File: src/rtl/core/pffl_pkg.sv
// Package for the physical frame free list unit: widths, command and
// register codes, datapath operation codes and the controller/datapath structs.
// No dependencies.
package pffl_pkg;

  // Frame numbers and command field
  localparam int unsigned FRAME_W = 10;
  localparam int unsigned CMD_W   = 2;
  localparam int unsigned CFG_IDX_W = 2;

  // Request command codes
  localparam logic [CMD_W-1:0] CMD_BUILD   = 2'd0;
  localparam logic [CMD_W-1:0] CMD_ALLOC   = 2'd1;
  localparam logic [CMD_W-1:0] CMD_RELEASE = 2'd2;

  // Configuration register indexes
  localparam logic [CFG_IDX_W-1:0] CFG_HEAP_END   = 2'd0;
  localparam logic [CFG_IDX_W-1:0] CFG_STACK_LOW  = 2'd1;
  localparam logic [CFG_IDX_W-1:0] CFG_STACK_HIGH = 2'd2;
  localparam logic [CFG_IDX_W-1:0] CFG_TOP        = 2'd3;

  // Configuration reset values
  localparam logic [FRAME_W-1:0] HEAP_END_RST   = 10'd0;
  localparam logic [FRAME_W-1:0] STACK_LOW_RST  = 10'd1022;
  localparam logic [FRAME_W-1:0] STACK_HIGH_RST = 10'd1022;
  localparam logic [FRAME_W-1:0] TOP_RST        = 10'd1023;

  // Response status codes
  localparam logic STATUS_OK    = 1'b0;
  localparam logic STATUS_EMPTY = 1'b1;

  // Operations the controller asks of the datapath
  typedef enum logic [2:0] {
    DP_NONE,
    DP_BUILD_START,
    DP_BUILD_JUMP,
    DP_BUILD_APPEND,
    DP_ALLOC,
    DP_ALLOC_POP,
    DP_RELEASE,
    DP_NOP
  } dp_op_e;

  typedef struct packed {
    dp_op_e op;
    logic   load_out;
  } ctrl_cmd_t;

  typedef struct packed {
    logic list_empty;
    logic head_eq_tail;
    logic run1_more;
    logic run2_more;
    logic out_free;
  } dp_sts_t;

endpackage

File: src/rtl/core/pffl_ctrl.sv
// Controller FSM of the frame free list: request handshake, build walk
// sequencing, allocate read wait and result hand-off.
// Depends on pffl_pkg.
module pffl_ctrl (
  input  logic                   clk_i,
  input  logic                   rst_ni,
  input  logic                   req_valid_i,
  input  logic [pffl_pkg::CMD_W-1:0] req_command_i,
  output logic                   req_ready_o,
  input  pffl_pkg::dp_sts_t      sts_i,
  output pffl_pkg::ctrl_cmd_t    cmd_o
);
  import pffl_pkg::*;

  localparam logic [2:0] ST_IDLE = 3'd0;
  localparam logic [2:0] ST_RUN1 = 3'd1;
  localparam logic [2:0] ST_RUN2 = 3'd2;
  localparam logic [2:0] ST_POP  = 3'd3;
  localparam logic [2:0] ST_RESP = 3'd4;

  logic [2:0] state_q, state_d;

  assign req_ready_o = (state_q == ST_IDLE);

  // Next state and datapath command
  always_comb begin
    state_d      = state_q;
    cmd_o.op       = DP_NONE;
    cmd_o.load_out = 1'b0;
    unique case (state_q)
      ST_IDLE: begin
        if (req_valid_i) begin
          unique case (req_command_i)
            CMD_BUILD: begin
              cmd_o.op = DP_BUILD_START;
              state_d  = ST_RUN1;
            end
            CMD_ALLOC: begin
              cmd_o.op = DP_ALLOC;
              // a pop that is not the last frame needs the link read
              state_d  = (!sts_i.list_empty && !sts_i.head_eq_tail) ? ST_POP : ST_RESP;
            end
            CMD_RELEASE: begin
              cmd_o.op = DP_RELEASE;
              state_d  = ST_RESP;
            end
            default: begin
              cmd_o.op = DP_NOP;
              state_d  = ST_RESP;
            end
          endcase
        end
      end
      // first run: heap end up to just below the stack
      ST_RUN1: begin
        if (sts_i.run1_more) begin
          cmd_o.op = DP_BUILD_APPEND;
        end else begin
          cmd_o.op = DP_BUILD_JUMP;
          state_d  = ST_RUN2;
        end
      end
      // second run: above the stack up to the top frame
      ST_RUN2: begin
        if (sts_i.run2_more) begin
          cmd_o.op = DP_BUILD_APPEND;
        end else begin
          state_d = ST_RESP;
        end
      end
      ST_POP: begin
        cmd_o.op = DP_ALLOC_POP;
        state_d  = ST_RESP;
      end
      ST_RESP: begin
        if (sts_i.out_free) begin
          cmd_o.load_out = 1'b1;
          state_d        = ST_IDLE;
        end
      end
      default: begin
        state_d = ST_IDLE;
      end
    endcase
  end

  always_ff @(posedge clk_i or negedge rst_ni) begin
    if (!rst_ni) begin
      state_q <= ST_IDLE;
    end else begin
      state_q <= state_d;
    end
  end

endmodule

File: config.mk
export PLATFORM = sky130hd
export DESIGN_NAME = pffl_ctrl
export DESIGN_NICKNAME = d
export VERILOG_FILES = /design/src/rtl/core/pffl_pkg.sv /design/src/rtl/core/pffl_ctrl.sv
export SDC_FILE = /design/constraint.sdc
export NUM_CORES = 1
export LEC_CHECK = 0
export BUFFER_PORTS_ARGS = -buffer_cell sky130_fd_sc_hd__buf_4
export CAP_MARGIN = 25
export CORE_AREA = 2 2 39 41
export CTS_BUF_LIST = sky130_fd_sc_hd__clkbuf_16
export DETAILED_ROUTE_END_ITERATION = 6
export DIE_AREA = 0 0 41 43
export PLACE_DENSITY = 0.51
export REMOVE_ABC_BUFFERS = 1
export SLEW_MARGIN = 20
export SYNTH_ARGS = -nofsm -noshare
export SYNTH_HDL_FRONTEND = slang
export SYNTH_SLANG_ARGS = --single-unit
File: constraint.sdc
create_clock -name clk_i -period 1.5 [get_ports clk_i]
set_input_delay 0.15 -clock clk_i [delete_from_list [all_inputs] [get_ports clk_i]]
set_output_delay 0.15 -clock clk_i [all_outputs]
set_load 0.1 [all_outputs]
Yosys cells after proc, flatten, opt, wreduce, memory -nomap -nowiden

Index checks and enable logic that the tools add are counted.

Output and inout bits: 5
Flip-flop bits (word level): 3
Bits of input ports: 10
Word-level logic and storage cells: 31

Muxes and demuxes: 14
Reductions and logical operators: 6
Equality and inequality tests: 10

Operators by type and width:

| kind               | count |
|---|---|
| $mux 3             | 6 |
| $pmux 3 s5         | 1 |
| $pmux 3 s4         | 1 |
| $pmux 3 s3         | 1 |
| $ne 2x2->1 const B | 4 |
| $eq 3x2->1 const B | 2 |
| $pmux 3 s2         | 1 |
| $reduce_and 4->1   | 1 |
| $eq 3x1->1 const B | 1 |
| $eq 3x3->1 const B | 1 |
| $logic_not 3->1    | 1 |
| $mux 1             | 3 |
| $eq 2x1->1 const B | 1 |
| $eq 2x2->1 const B | 1 |
| $logic_not 1->1    | 2 |
| $logic_not 2->1    | 1 |
| $mux 2             | 1 |
| $logic_and 1x1->1  | 1 |

Longest topological paths before layout

Word-level depth: 6
Depth in mapped cells: 5
Mapped depth without buffers: 5

Worst setup path after synthesis

OpenSTA, ideal clock, no wires.

Kind: reg2out
From: register state_q[1]
To: output cmd_o[2] (netlist bit)
Data required time: 1.350 ns
Setup slack: -1.575 ns
Path buffers: 1
Data arrival time: 2.925 ns
Stages on the path, launching flop included: 4
Cells stage by stage: dfrtp_1 -> buf_6 -> nor2_1 -> a221oi_1

RTL lines:

| element                  | RTL line        | text |
|---|---|---|
| start: declaration       | pffl_ctrl.sv:21 | `logic [2:0] state_q, state_d;` |
| start signal: assignment | pffl_ctrl.sv:91 | `state_q <= state_d;` |
| end: declaration         | pffl_ctrl.sv:11 | `output pffl_pkg::ctrl_cmd_t cmd_o` |

==> results.py <==
metrics = {
    "critical_path": {
        "r2r-start": "state_q[1]",
        "rrSetupSlack_ps": 240,
        "r2r-end": "state_q[2]",
        "start_kind": "register",
        "path_class": "register to primary output",
        "cp.required_ps": 1350,
        "arrival_ps": 1380,
        "path_max_fanout": 7,
        "end_kind": "primary output",
        "r2r_cells": 4,
    },
    "final_layout": {
        "fin_nets": 80,
        "synthToLayoutAreaGrowth_pct": 81.76,
        "drive_gt1_share_pct": 65.63,
        "stdcell_count": 80,
        "largest_register": "state_q",
        "reg.largest.list": "state_q: 3 flops",
        "n_fill_cell": 126,
        "largest_register_ffs": 3,
        "antennaDiodeCount": 0,
        "final_util_pct": 52.26,
    },
    "job": {
        "cap_violations": 0,
    },
    "sta": {
        "timing.final.crit_share_pct": 102.1,
        "worstMarginPinSlew_ps": 365.3,
        "clock_skew_ps": 1.889,
        "slew-limit-headroom_pct": 75.39,
        "worst_slack_ps": -32.14,
        "hold_slack_ps": 229.7,
        "fmax_mhz": 652.7,
        "hold_violations": 0,
        "finalMaxSlewViolations": 0,
        "setup_viol": 1,
        "rsz0062_at_grt": "yes",
        "period_needed_ps": 1532,
    },
    "yosys": {
        "synth_edf_count": 0,
        "ys_top_cells_by_count": "ha_1 (5), inv_1 (5), dfrtp_1 (3)",
        "yosysTopAreaCell": "dfrtp_1",
        "syn_area_sq_um": 397.9,
        "yosysUniqueCellTypes": 28,
        "synth_area_leaders": "dfrtp_1 (19%), ha_1 (16%), buf_6 (5.7%)",
        "ys.flop_type": "dfrtp_1",
        "synth_seq_cells": 3,
        "synth_warnings": 0,
        "synth_seq_area_share_pct": 18.87,
        "synthArstFlopShare_pct": 100.0,
        "synth_top_area_share_pct": 18.87,
        "netlist_instances": 41,
        "avgSynthCellArea_sq_um": 9.704,
    },
    "clock_tree": {
        "clockRootBuffer": "clkbuf_16",
        "cts_buffers": 3,
        "cts_tree": "built",
        "cts_setup_buffers": 0,
        "clkSinkCount": 3,
        "clk_latency_ps": 220,
        "cts_max_path_buffers": 2,
        "cts_max_level": 1,
        "clk_pin_slew_worst_paths_ps": 30,
    },
    "min_path": {
        "worstHoldPathType": "input port to register",
        "holdPathStages": 3,
        "hold_end": "state_q[0]",
        "hold_start": "req_valid_i",
    },
    "die": {
        "core_sq_um": 1384,
        "rows": 14,
        "start_util_pct": 28.75,
        "ios": 15,
        "die_h_um": 43,
        "die_w_um": 41,
        "die-area_sq_um": 1763,
    },
    "route": {
        "dr.first_iter.drc_count": 3,
        "ant_nets": 0,
        "drc": 0,
        "wl_per_cell_um": 11.54,
        "vias": 386,
        "dr.pass1.iters": 3,
        "wl_um": 923,
        "routed_via_density": 4.825,
    },
    "power_and_ir_drop": {
        "p_int_mw": 0.7769,
        "seq_power_share_pct": 13.0,
        "p_leak_nw": 0.3290,
        "ir_worst_vdd_v": 0.0007186,
        "power_frac_comb_pct": 59.6,
        "p_sw_mw": 0.7127,
        "clockPowerShare_pct": 27.3,
        "power.total_mw": 1.490,
        "power-per-cell-area_nw_per_um2": 2060,
        "swShare_pct": 47.85,
    },
    "placement": {
        "dpl.cell_count": 75,
        "dp_hpwl_um": 710.9,
        "portBuffers": 14,
        "place.gp.congestion": 0.7019,
    },
    "grt": {
        "grt_usage_pct": 11.94,
        "antenna_found_initial": 0,
        "grt_max_degree": 10,
        "grt_pass1_wl_um": 1462,
        "grt_pass1_vias": 357,
        "gr-total-overflow": 0,
    },
    "outcome": {
        "violations": "negative setup slack",
        "status": "complete, but fails checks",
    },
}
-- stage by stage --
step / setup slack [ps] / instance area, sq um / TNS, ps
floorplan: -1662 / 367.9 / -4458
global placement: 52.71 / 545.5 / 0
detailed placement: 36.74 / 545.5 / 0
CTS: -21.82 / 666.9 / -42.48
global route: -67.58 / 723.2 / -155.7
finish: -32.14 / 723.2 / -32.14
-- power by group through the flow --
stage	sequential, mW	combinational, mW	clock [mW]
6_report	0.194	0.888	0.407
5_1_grt	0.200	0.926	0.427
4_1_cts	0.176	0.791	0.414
3_5_place_dp	0.169	0.737	0
3_3_place_gp	0.171	0.738	0
2_1_floorplan	0.169	0.557	0
-- placed cells by master, fill, tap and decap left out --
cell type,Yosys,layout
buf_12,0,2
nor4b_1,1,1
inv_1,5,6
dlygate4sd3_1,0,1
nand3b_1,1,1
dfrtp_2,0,3
a221oi_4,0,1
nor2_2,1,1
buf_4,1,17
nor3b_1,2,1
and3_1,1,1
nor3_2,0,1
nand2b_4,0,1
nor3_4,1,1
buf_8,0,1
nand2_2,1,1
clkbuf_8,0,1
o21ai_0,1,1
a211oi_2,1,1
o211ai_2,1,1
a31oi_1,1,1
clkbuf_16,0,3
nor2_4,0,1
nand4_1,1,1
nand2_1,1,1
nor3b_2,1,2
a21oi_2,0,1
ha_1,5,5
nor3b_4,1,1
o31ai_2,1,1
o41ai_2,1,1
o21ai_1,2,2
-- metal layers --
layer | vias to the layer above | global-route usage [%] | share of wire (%)
met1 | 184 | 15.38 | 42
met5 | - | 0 | 0
met4 | 0 | 0 | 0
li1 | 193 | - | -
met2 | 9 | 18.44 | 53
met3 | 0 | 6.283 | 5.2
-- cells by family after synthesis --
group                      Yosys count  synth area share (%)
buffers and inverters                8                 12.26
adders and majority gates            5                 15.72
AOI/OAI and AO/OA                   10                 22.33
and+or+nand+nor                     15                 30.82
DFF                                  3                 18.87
-- worst max-delay path, stage by stage, from the launching register on --
cell,delay [ps]
dfrtp_2,460
nand2b_4,180
a221oi_4,300
buf_12,210
-- area by class of cell --
| cell class | count | area [sq um] | area share, % |
|---|---|---|---|
| clock buffer | 3 | 75.07 | 10.38 |
| tap | 16 | 20.02 | 2.768 |
| sequential | 3 | 78.83 | 10.90 |
| inverter | 5 | 18.77 | 2.595 |
| multi-input combinational | 30 | 320.3 | 44.29 |
| clock inverter | 1 | 3.754 | 0.5190 |
| timing repair buffer | 22 | 206.4 | 28.55 |
-- how the worst max path moves through the flow --
stage | from | end | cells after the start
after floorplan | state_q[0] | cmd_o[2] | 2
after global routing | state_q[0] | cmd_o[2] | 3
after CTS | state_q[0] | cmd_o[1] | 4
final | state_q[0] | cmd_o[2] | 3
after global placement | req_command_i[0] | cmd_o[1] | 7
after detailed placement | req_command_i[0] | cmd_o[1] | 7
-- what timing repair did --
| action | CTS | global route |
|---|---|---|
| pin swaps | 4 | 2 |
| hold buffers | 1 | 0 |
| setup endpoints to repair | 3 | 5 |
| gates resized for setup | 8 | 13 |
| hold endpoints to repair | 3 | 0 |
Note: power is estimated with default switching activity, not from simulation.
